## config.mk

```make
export PLATFORM = sky130hd
export DESIGN_NAME = dabj_queue
export DESIGN_NICKNAME = d
export VERILOG_FILES = /design/src/hdl/dabj_queue.sv
export SDC_FILE = /design/constraint.sdc
export NUM_CORES = 1
export LEC_CHECK = 0
export ABC_AREA = 1
export BUFFER_PORTS_ARGS = -buffer_cell sky130_fd_sc_hd__buf_4
export CAP_MARGIN = 30
export CORE_ASPECT_RATIO = 1.1
export CORE_MARGIN = 3
export CORE_UTILIZATION = 52
export DETAILED_ROUTE_END_ITERATION = 10
export GPL_ROUTABILITY_DRIVEN = 0
export PLACE_DENSITY = 0.76
export SYNTH_ARGS = -nofsm -noshare
export SYNTH_HDL_FRONTEND = slang
export SYNTH_SLANG_ARGS = --single-unit
export TNS_END_PERCENT = 100
```

## constraint.sdc

```tcl
create_clock -name clk -period 2 [get_ports clk]
set_input_delay 0.1 -clock clk [delete_from_list [all_inputs] [get_ports clk]]
set_output_delay 0.1 -clock clk [all_outputs]
set_load 0.01 [all_outputs]
```

## src/hdl/dabj_queue.sv

```systemverilog
`default_nettype none
module dabj_queue #(
	parameter int WIDTH = 8,
	parameter int DEPTH = 2
) (
	input  wire logic                         clk,
	input  wire logic                         arst_n,
	input  wire logic                         wr_en,
	input  wire logic [WIDTH-1:0]             wr_data,
	output logic                              full,
	input  wire logic                         rd_en,
	output logic [WIDTH-1:0]                  rd_data,
	output logic                              empty,
	output logic [$clog2(DEPTH+1)-1:0]        level
);

	localparam int PTR_W = (DEPTH > 1) ? $clog2(DEPTH) : 1;
	localparam int LVL_W = $clog2(DEPTH + 1);

	logic [WIDTH-1:0] mem_q [DEPTH];
	logic [PTR_W-1:0] wptr_q;
	logic [PTR_W-1:0] rptr_q;
	logic [LVL_W-1:0] level_q;
	logic             do_wr;
	logic             do_rd;

	assign full    = (level_q == LVL_W'(DEPTH));
	assign empty   = (level_q == '0);
	assign level   = level_q;
	assign rd_data = mem_q[rptr_q];
	assign do_wr   = wr_en && !full;
	assign do_rd   = rd_en && !empty;

	// Store the incoming item
	always_ff @(posedge clk) begin
		if (do_wr) begin
			mem_q[wptr_q] <= wr_data;
		end
	end

	// Advance pointers and fill level
	always_ff @(posedge clk or negedge arst_n) begin
		if (!arst_n) begin
			wptr_q  <= '0;
			rptr_q  <= '0;
			level_q <= '0;
		end else begin
			if (do_wr) begin
				wptr_q <= (wptr_q == PTR_W'(DEPTH - 1)) ? '0 : wptr_q + 1'b1;
			end
			if (do_rd) begin
				rptr_q <= (rptr_q == PTR_W'(DEPTH - 1)) ? '0 : rptr_q + 1'b1;
			end
			if (do_wr && !do_rd) begin
				level_q <= level_q + 1'b1;
			end else if (do_rd && !do_wr) begin
				level_q <= level_q - 1'b1;
			end
		end
	end

endmodule
`default_nettype wire

```

==> impl_results.md <==
* Status: finished, final reports clean
* Setup repair bufs after CTS at 0
* Clock Tree Buf Depth at 2
* Switching share of total power at 0.3399
* Clock Skew at 5.425 ps
* Number of global-route vias before repair at 592
* RSZ-0062 raised after global routing: no
* GRT Overall Usage at 0.1802
* CTS tree: yes
* DRC at 0
* Inserted Clock Buffers at 3
* Slew headroom at 0.7809
* Die width at 43.62 µm
* Minimum clock period at 1438 ps
* Root buf cell: clkbuf_4
* Setup TNS at 0 ps
* Placed cell area at 1005 µm²
* Drt pass-1 iters at 4
* Post-Syn Area at 809.5 µm²
* Initial drt markers at 11
* Maxcap violations at 0
* # fillers at 79
* Max Freq at 695.4 MHz
* Syn_nets at 86
* Area of the die at 2067 µm²
* Yosys top cell area share at 0.5935
* Critical Path RT at 1970 ps
* Critical Path End Type: flip-flop
* Leak at 0.5415 nW
* Initial Util at 0.5705
* Yosys warns at 0
* CP startpoint kind: flip-flop
* Final setup viols at 0
* Final nets at 123
* CP max FO at 8
* Num ports at 24
* Min-Delay Path Class: in -> reg
* Total power at 1.617 mW
* FP Rows at 14
* Clk_lat worst skew at 290 ps
* Slew @ Worst Pin at 328.3 ps
* Number of synthesized register bits at 20
* Arrival @ worst endpoint at 1410 ps
* Synth top area cells: edfxtp_1, nand2_1, dfrtp_1
* Area Overhead vs Synth at 41.73%
* Largest net degree at the start of global routing at 13
* Slew Limit Fails at 0
* Share of cells above drive strength 1 at 0.2844
* Most frequent cells in the layout: nand2_1, buf_4, edfxtp_1, dlygate4sd3_1, inv_1
* Post-DR vias/cell at 4.904
* Vias post-DR at 613
* Drt total wl at 1.651 mm
* Die H at 47.38 µm
* Max incr delay on CP at 430 ps
* Antenna-violating nets left at 0
* P_sw at 0.5496 mW
* WL per Instance at 13.21 µm
* Avg Inst Size Synth at 11.09 µm²
* Grt total ovfl at 0
* Cell Pwr Density at 1409 nW/µm²
* Reg clk slew, reported paths at 120 ps
* Dpl hpwl at 1.196 mm
* Commonest non-fill, non-tap cell in the layout: nand2_1
* Clock power frac at 0.200
* Internal at 1.067 mW
* Cell chain of the critical path: inv_1 -> nor2_2 -> nor2_2 -> nand2_1 -> inv_1
* Initial antenna violation count at 0
* Core area at 1419 µm²
* Seq/Total Area, Yosys at 0.7172
* # diodes at 0
* Worst vdd ir at 0.9334 mV
* Syn Inst Count at 73
* Comb pwr share at 0.390
* Final Cycle Share at 0.7190
* Distinct cells, synth at 14
* Global-route wire length before repair at 2.615 mm
* Kind of critical path: reg -> reg
* Clk sink count at 20
* Max H-tree Level at 1
* Synth area leader: edfxtp_1
* Final Hold Viols at 0
* CP max stage cell: dfrtp_1
* Port Buf Inserts at 23
* Flop pwr share at 0.410
* Layout Cell Area excl Fill at 1147 µm²
## final timing paths
check | startpoint | endpoint | slack, ps | depth (start not counted)
setup / recovery | level[1] | mem_q[0][3] | 560 | 5
min in group asynchronous | arst_n | wptr_q | 120 | 2
hold reg to reg | wptr_q | wptr_q | 500 | 2
max in group asynchronous | arst_n | rptr_q | 1770 | 2
hold / removal | rd_en | rptr_q | 50 | 3
setup reg to reg | level[1] | mem_q[0][3] | 560 | 5
## repair_timing
action | CTS | global route
endpoints found under the hold margin | 20 | 0
hold buffers | 9 | 0
gates resized for setup | 0 | 0
endpoints found under the setup margin | 0 | 0
## power groups by stage
stage          combinational [mW]  clock, mW  sequential [mW]
6_report                    0.631      0.324            0.662
5_1_grt                     0.702      0.347            0.676
4_1_cts                     0.630      0.321            0.664
3_5_place_dp                0.611          0            0.674
2_1_floorplan               0.352          0            0.643
3_3_place_gp                0.591          0            0.667
## metal layers
layer,routed length [µm],vias up,global-route usage
met5,0,-,0
met4,17,0,0.06024
met3,108,2,0.04981
met2,879,26,0.3256
met1,646,277,0.2079
li1,-,308,-
## cells in the mapped netlist, drive strengths merged
| cell | count |
|---|---|
| buf | 1 |
| nand3b | 1 |
| nand4 | 1 |
| nor2 | 4 |
| inv | 8 |
| o21ai | 2 |
| xnor2 | 1 |
| nand2 | 33 |
| dfrtp | 4 |
| edfxtp | 16 |
| nand3 | 1 |
| ha | 1 |
## through the flow
stage                     utilization  hold slack [ps]  setup slack [ps]  cells
final                          0.8086            49.00             562.0    125
after global routing           0.8086            40.18             424.2    125
after CTS                      0.8086            52.24             550.5    125
after global placement         0.7081           -98.74             562.9    112
after floorplan                     -           -195.6             604.4     73
after detailed placement       0.7081           -95.18             571.1    112
## logic make-up after synthesis
group,share of synthesized area
buffers and inverters,0.04327
AND/OR/NAND/NOR,0.2009
XOR/XNOR,0.01082
AO/OA/AOI/OAI,0.01237
flip-flops,0.7172
adder cells (fa/ha/maj),0.01545
## sequential cells by signal, summed over array words and instances, names as in the netlist
name    flops
level       2
rptr_q      1
wptr_q      1
mem_q      16
## critical path: cells and delay by family, from the launching register on
family                 cells  cell delay, ps
flip-flops                 1             430
AND/OR/NAND/NOR            3             300
buffers and inverters      2             390
## cell type report
| type | count | area [µm²] | area share |
|---|---|---|---|
| sequential | 20 | 580.6 | 0.5060 |
| timing repair buffer | 33 | 270.3 | 0.2356 |
| multi-input combinational | 44 | 193.9 | 0.1690 |
| clock inverter | 1 | 30.03 | 0.02617 |
| inverter | 8 | 30.03 | 0.02617 |
| clock buffer | 3 | 22.52 | 0.01963 |
| tap | 16 | 20.02 | 0.01745 |
Power figures use the tool's default switching activity.
