`src/hdl/dabj_pkg.sv`:
```
`default_nettype none
package dabj_pkg;

	// Build-time defaults for the top-level parameters
	localparam int TABLE_DEPTH_DEF   = 4096;
	localparam int PAYLOAD_WIDTH_DEF = 64;

	// Fixed field widths
	localparam int KEY_W      = 64;
	localparam int PAY_IN_W   = 64;
	localparam int SIZE_W     = 13;
	localparam int ROW_SLOT_W = 12;
	localparam int CFG_IDX_W  = 2;
	localparam int CFG_DATA_W = 64;

	// Slot field in the job carries the widest slot the depth range allows
	localparam int MAX_SLOT_W = 20;

	// Queue depths between the parts
	localparam int MID_DEPTH  = 2;
	localparam int OUT_DEPTH  = 4;
	localparam int OUT_LVL_W  = $clog2(OUT_DEPTH + 1);

	// Configuration register indexes
	localparam logic [CFG_IDX_W-1:0] REG_KEY_OFFSET = 2'd0;
	localparam logic [CFG_IDX_W-1:0] REG_TABLE_SIZE = 2'd1;

	typedef enum logic [1:0] {
		CMD_CLEAR    = 2'd0,
		CMD_BUILD    = 2'd1,
		CMD_FINALIZE = 2'd2,
		CMD_PROBE    = 2'd3
	} cmd_t;

	// Classified item handed from the front to the back
	typedef struct packed {
		cmd_t                  cmd;
		logic                  hit;
		logic [MAX_SLOT_W-1:0] slot;
		logic [PAY_IN_W-1:0]   payload;
		logic                  payload_null;
		logic                  last;
	} job_t;

	// Result item waiting in the output queue
	typedef struct packed {
		logic                  accepted;
		logic                  matched;
		logic [ROW_SLOT_W-1:0] row_slot;
		logic [PAY_IN_W-1:0]   match_payload;
		logic                  match_payload_null;
		logic                  dense;
		logic                  last;
	} result_t;

endpackage
`default_nettype wire

```
`src/hdl/dabj_front.sv`:
```
`default_nettype none
module dabj_front #(
	parameter int TABLE_DEPTH   = 4096,
	parameter int PAYLOAD_WIDTH = 64
) (
	input  wire logic                                  clk,
	input  wire logic                                  arst_n,
	input  wire logic                                  push,
	output logic                                       full,
	input  wire logic [1:0]                            command,
	input  wire logic [dabj_pkg::KEY_W-1:0]            key,
	input  wire logic                                  key_null,
	input  wire logic [dabj_pkg::PAY_IN_W-1:0]         payload,
	input  wire logic                                  payload_null,
	input  wire logic                                  last_row,
	input  wire logic                                  cfg_valid,
	output logic                                       cfg_ready,
	input  wire logic [dabj_pkg::CFG_IDX_W-1:0]        cfg_index,
	input  wire logic [dabj_pkg::CFG_DATA_W-1:0]       cfg_data,
	input  wire logic                                  hold,
	output dabj_pkg::job_t                             job,
	output logic                                       job_valid,
	input  wire logic                                  job_ready,
	output logic [$clog2(TABLE_DEPTH+1)-1:0]           eff_size
);
	import dabj_pkg::*;

	localparam int SLOT_W = $clog2(TABLE_DEPTH);
	localparam int CNT_W  = $clog2(TABLE_DEPTH + 1);

	logic [KEY_W-1:0]         key_offset_q;
	logic [SIZE_W-1:0]        table_size_q;

	logic                     valid_s1;
	cmd_t                     cmd_s1;
	logic                     key_null_s1;
	logic [KEY_W:0]           diff_s1;
	logic [PAYLOAD_WIDTH-1:0] payload_s1;
	logic                     payload_null_s1;
	logic                     last_s1;

	logic [KEY_W-1:0]         size_ext;
	logic [KEY_W-1:0]         eff_ext;
	logic [KEY_W:0]           diff;
	logic                     advance;
	logic                     take;
	logic                     in_range;

	// Configuration registers, always ready
	assign cfg_ready = 1'b1;

	always_ff @(posedge clk or negedge arst_n) begin
		if (!arst_n) begin
			key_offset_q <= '0;
			table_size_q <= SIZE_W'(4096);
		end else if (cfg_valid) begin
			unique case (cfg_index)
				REG_KEY_OFFSET: key_offset_q <= cfg_data;
				REG_TABLE_SIZE: table_size_q <= cfg_data[SIZE_W-1:0];
				default: ;
			endcase
		end
	end

	// Clamp the slot count to the table depth
	assign size_ext = KEY_W'(table_size_q);
	assign eff_ext  = (size_ext > KEY_W'(TABLE_DEPTH)) ? KEY_W'(TABLE_DEPTH) : size_ext;
	assign eff_size = CNT_W'(eff_ext);

	// Exact signed difference of key and offset
	assign diff = {key[KEY_W-1], key} - {key_offset_q[KEY_W-1], key_offset_q};

	// Accept when the stage is free or drains this cycle
	assign advance = !valid_s1 || job_ready;
	assign full    = !advance || hold;
	assign take    = push && !full;

	always_ff @(posedge clk or negedge arst_n) begin
		if (!arst_n) begin
			valid_s1 <= 1'b0;
		end else if (advance) begin
			valid_s1 <= take;
		end
	end

	always_ff @(posedge clk) begin
		if (take) begin
			cmd_s1          <= cmd_t'(command);
			key_null_s1     <= key_null;
			diff_s1         <= diff;
			payload_s1      <= payload[PAYLOAD_WIDTH-1:0];
			payload_null_s1 <= payload_null;
			last_s1         <= last_row;
		end
	end

	// Range-check the slot and hand the classified item on
	assign in_range = !diff_s1[KEY_W] && (diff_s1[KEY_W-1:0] < eff_ext);

	assign job_valid        = valid_s1;
	assign job.cmd          = cmd_s1;
	assign job.hit          = !key_null_s1 && in_range;
	assign job.slot         = MAX_SLOT_W'(diff_s1[SLOT_W-1:0]);
	assign job.payload      = PAY_IN_W'(payload_s1);
	assign job.payload_null = payload_null_s1;
	assign job.last         = last_s1;

endmodule
`default_nettype wire

```
`config.mk`:
```
export PLATFORM = sky130hd
export DESIGN_NAME = dabj_front
export DESIGN_NICKNAME = d
export VERILOG_FILES = /design/src/hdl/dabj_pkg.sv /design/src/hdl/dabj_front.sv
export SDC_FILE = /design/constraint.sdc
export NUM_CORES = 1
export LEC_CHECK = 0
export CORE_MARGIN = 2
export CORE_UTILIZATION = 50
export CTS_CLUSTER_DIAMETER = 120
export DETAILED_ROUTE_END_ITERATION = 12
export DONT_BUFFER_PORTS = 1
export PLACE_DENSITY = 0.67
export REMOVE_ABC_BUFFERS = 1
export SLEW_MARGIN = 10
export SYNTH_ARGS = -nofsm -noshare
export SYNTH_HDL_FRONTEND = slang
export SYNTH_SLANG_ARGS = --single-unit
export TNS_END_PERCENT = 30
```
`constraint.sdc`:
```
create_clock -name clk -period 14.2 [get_ports clk]
set_input_delay 2.84 -clock clk [delete_from_list [all_inputs] [get_ports clk]]
set_output_delay 2.84 -clock clk [all_outputs]
set_load 0.01 [all_outputs]
```
==> metrics.csv <==
metric;value;unit
Final Skew;9.579;ps
Hold EP;table_size_q[7]$_DFFE_PN0P_;
crit path time final;6013;ps
CP Launch Type;input port;
slowest cell on the critical path;nand2b_1;
Clock Path Buffers;3;
Post-DP HPWL;21250;um
CP delay by family, top;simple AND/OR/NAND/NOR gates;
r2r worst-path depth;12;
die area;0.02439;mm^2
Max Freq;166.3;MHz
area growth from synthesis to layout;8.557;%
hold path startpoint;table_size_q[7]$_DFFE_PN0P_;
count of hold-fix buffers inserted at cts;0;
Syn. warnings;0;
Flop pwr share;0.396;
nets;1352;
PwrDens;159.0;mW/mm^2
setup TNS;0;ps
violation count after the first detailed-route iteration;464;
LEAKAGE;0.005173;uW
Clock transition at path regs;60;ps
library cells used by synthesis;69;
critical-path cell list;nand2b_1, nand2b_1;
Inserted Diodes;0;
cts repair resizes;0;
pre-CTS setup slack;8177;ps
Max Slew Vio Count;0;
Post-synth EDFFs;134;
outcome;complete, no violations;
crit-path most repeated cell;nand2b_1;
first-pass GRT wire length;42860;um
Synth Register Bits;212;
CTS sink cnt;212;
Ports;310;
Psw;599.5;uW
Setup Viol. Count Final;0;
final hold vios;0;
antenna violations before repair;1;
Crit path buffers/inverters;0;
DR pass1 iterations;5;
Cells after Synth;1101;
DRT antenna net count;0;
grt ovf;0;
max-capacitance violation count;0;
crit path kind;input port to output port;
final setup margin;8187;ps
R2R Setup Slk;10710;ps
Tot GR Track Use;0.2239;
r2r endpoint;diff_s1[58]$_DFFE_PP_;
core box area;0.02271;mm^2
Post-Route WL;27630;um
Tot Pwr;1999;uW
CP max FO;2;
GP Congestion;0.8952;
top_reg_cell synth;edfxtp_1;
Crit path required time;11360;ps
H-Tree Depth;1;
Die W;156.2;um
fraction of layout cells with a size suffix above 1;0.07805;
Hold Path Depth;1;
CTS tree;yes;
Filler cells;2012;
post-synthesis cell area;0.01158;mm^2
Clk pwr share;0.350;
root buf cell;clkbuf_16;
CP Data Arrival Time;3170;ps
Num CTS Buffers;25;
Worst Tran Pin Value;987.6;ps
Via Count;7869;
Initial Utilization;0.5099;
Seq/Total Area, Yosys;0.5162;
RSZ-0062 raised after global routing;no;
number of global-route vias before repair;7771;
combinational share of power;0.254;
WL/cell;20.11;um
worst r2r src;key_offset_q[0]$_DFFE_PN0P_;
Vias/cell;5.727;
largest net degree at the start of global routing;80;
Synth async-reset ratio;0.3679;
sw frac;0.2999;
placed instance count;1328;
most frequent cells in the layout;edfxtp_1 (134), nand2_1 (127), o21ai_0 (100);
clk_lat worst skew;530;ps
Worst Setup End Kind;output port;
Mapped Avg Cell Area;10.52;um^2
Rel. slew slack;0.3416;
Hold Crit Class;register to register;
num rows;55;
P_int;1400;uW
die height;156.2;um
Worst path max stage delay;200;ps
final cell count without fillers;1374;
Port Buffers;0;
setup bufs post-CTS;0;
final period utilization;0.4234;
Max rail drop VDD;112.3;uV
# DRC;0;
leading cell type in the layout, fill and taps excluded;edfxtp_1;
Util after Layout;0.5536;
## layer usage
layer  vias to the layer above  wire length (um)  global-route usage  part of all wire
met3                        36              1900             0.05167             0.069
met2                       257             13640              0.3879              0.49
met4                         2               572             0.05155             0.021
li1                       3829                 -                   -                 -
met5                         -                13                   0           0.00047
met1                      3745             11500              0.2864              0.42
## state kept, by name, summed over array words and instances, names as in the netlist
name	flops
diff_s1	65
key_offset_q	64
payload_s1	64
table_size_q	13
cmd_s1	2
job_valid	1
key_null_s1	1
last_s1	1
payload_null_s1	1
## Yosys cell counts, drive strengths merged (2+ instances only)
| library cell | instances | area (um^2) |
|---|---|---|
| o2111ai | 2 | 17.52 |
| o21ai | 110 | 558.0 |
| nand3 | 17 | 85.08 |
| and2 | 2 | 12.51 |
| nand4 | 24 | 150.1 |
| xor2 | 24 | 210.2 |
| a21boi | 4 | 30.02 |
| inv | 94 | 352.8 |
| a31o | 2 | 17.52 |
| or2 | 2 | 12.51 |
| nor4 | 16 | 100.1 |
| nor3 | 14 | 75.07 |
| clkbuf | 36 | 135.1 |
| nor2 | 35 | 133.9 |
| a31oi | 8 | 50.05 |
| nand2 | 127 | 476.7 |
| buf | 33 | 219.0 |
| o31ai | 3 | 27.52 |
| ha | 76 | 950.9 |
| and3 | 5 | 31.28 |
| dfrtp | 77 | 1927 |
| o211ai | 7 | 71.32 |
| o21bai | 7 | 52.55 |
| mux2 | 14 | 157.7 |
| edfxtp | 134 | 4024 |
| xnor2 | 36 | 315.3 |
| o21a | 10 | 75.07 |
| conb | 2 | 7.510 |
| a211oi | 5 | 47.54 |
| nand2b | 9 | 56.30 |
| o31a | 2 | 17.52 |
| and4 | 3 | 26.28 |
| a21o | 48 | 360.4 |
| a21oi | 74 | 396.6 |
| a41o | 3 | 30.03 |
| a2111oi | 5 | 81.33 |
| a221oi | 2 | 23.77 |
| nor2b | 15 | 93.84 |
## kinds of logic after synthesis
logic type      synth area share
compound gates            0.1668
other cells            0.0006485
flops                     0.5162
xor+xnor                 0.04538
fa+ha+maj                0.08385
simple gates              0.1116
buf+inv                  0.06105
mux                      0.01448
## worst register-to-register path, delay by kind of cell, from the launching register on
| family | cells | cell delay, ps |
|---|---|---|
| fa+ha+maj | 2 | 620 |
| compound gates | 6 | 1590 |
| simple gates | 3 | 620 |
| xor+xnor | 1 | 60 |
| flops | 1 | 380 |
## power groups by stage
stage          clock, uW  combinational (uW)  sequential, uW
2_1_floorplan          0                 396             798
6_report             700                 507             792
3_5_place_dp           0                 503             804
4_1_cts              715                 508             792
5_1_grt              738                 571             799
3_3_place_gp           0                 496             802
## final cells by class
| cell class | count | area (um^2) | share of cell area |
|---|---|---|---|
| Sequential cell | 212 | 5977 | 0.4755 |
| Multi-Input combinational cell | 733 | 4935 | 0.3926 |
| Clock buffer | 29 | 650.6 | 0.05176 |
| Tap cell | 285 | 356.6 | 0.02837 |
| Inverter | 94 | 352.8 | 0.02807 |
| Clock inverter | 17 | 269.0 | 0.02140 |
| Timing Repair Buffer | 4 | 30.03 | 0.002389 |
## how the worst max path moves through the flow
| stage | cells past startpoint | slack (ps) | from | endpoint |
|---|---|---|---|---|
| after detailed placement | 13 | 8180 | key[0] | diff_s1[58]$_DFFE_PP_ |
| after CTS | 7 | 8170 | table_size_q[12]$_DFFE_PN1P_ | job[86] |
| after floorplan | 2 | 4600 | cfg_index[1] | key_offset_q[0]$_DFFE_PN0P_ |
| after global placement | 13 | 8200 | key[0] | diff_s1[58]$_DFFE_PP_ |
| final | 2 | 8190 | job_ready | full |
| after global routing | 7 | 8010 | table_size_q[12]$_DFFE_PN1P_ | job[86] |
## metrics by stage
stage               hold slack (ps)  cell area, um^2
detailed placement            494.9            11650
floorplan                     479.3            11250
global route                  520.0            12570
CTS                           507.8            12570
global placement              488.1            11650
finish                        505.3            12570
No activity file was read; power rests on OpenSTA's default activity.
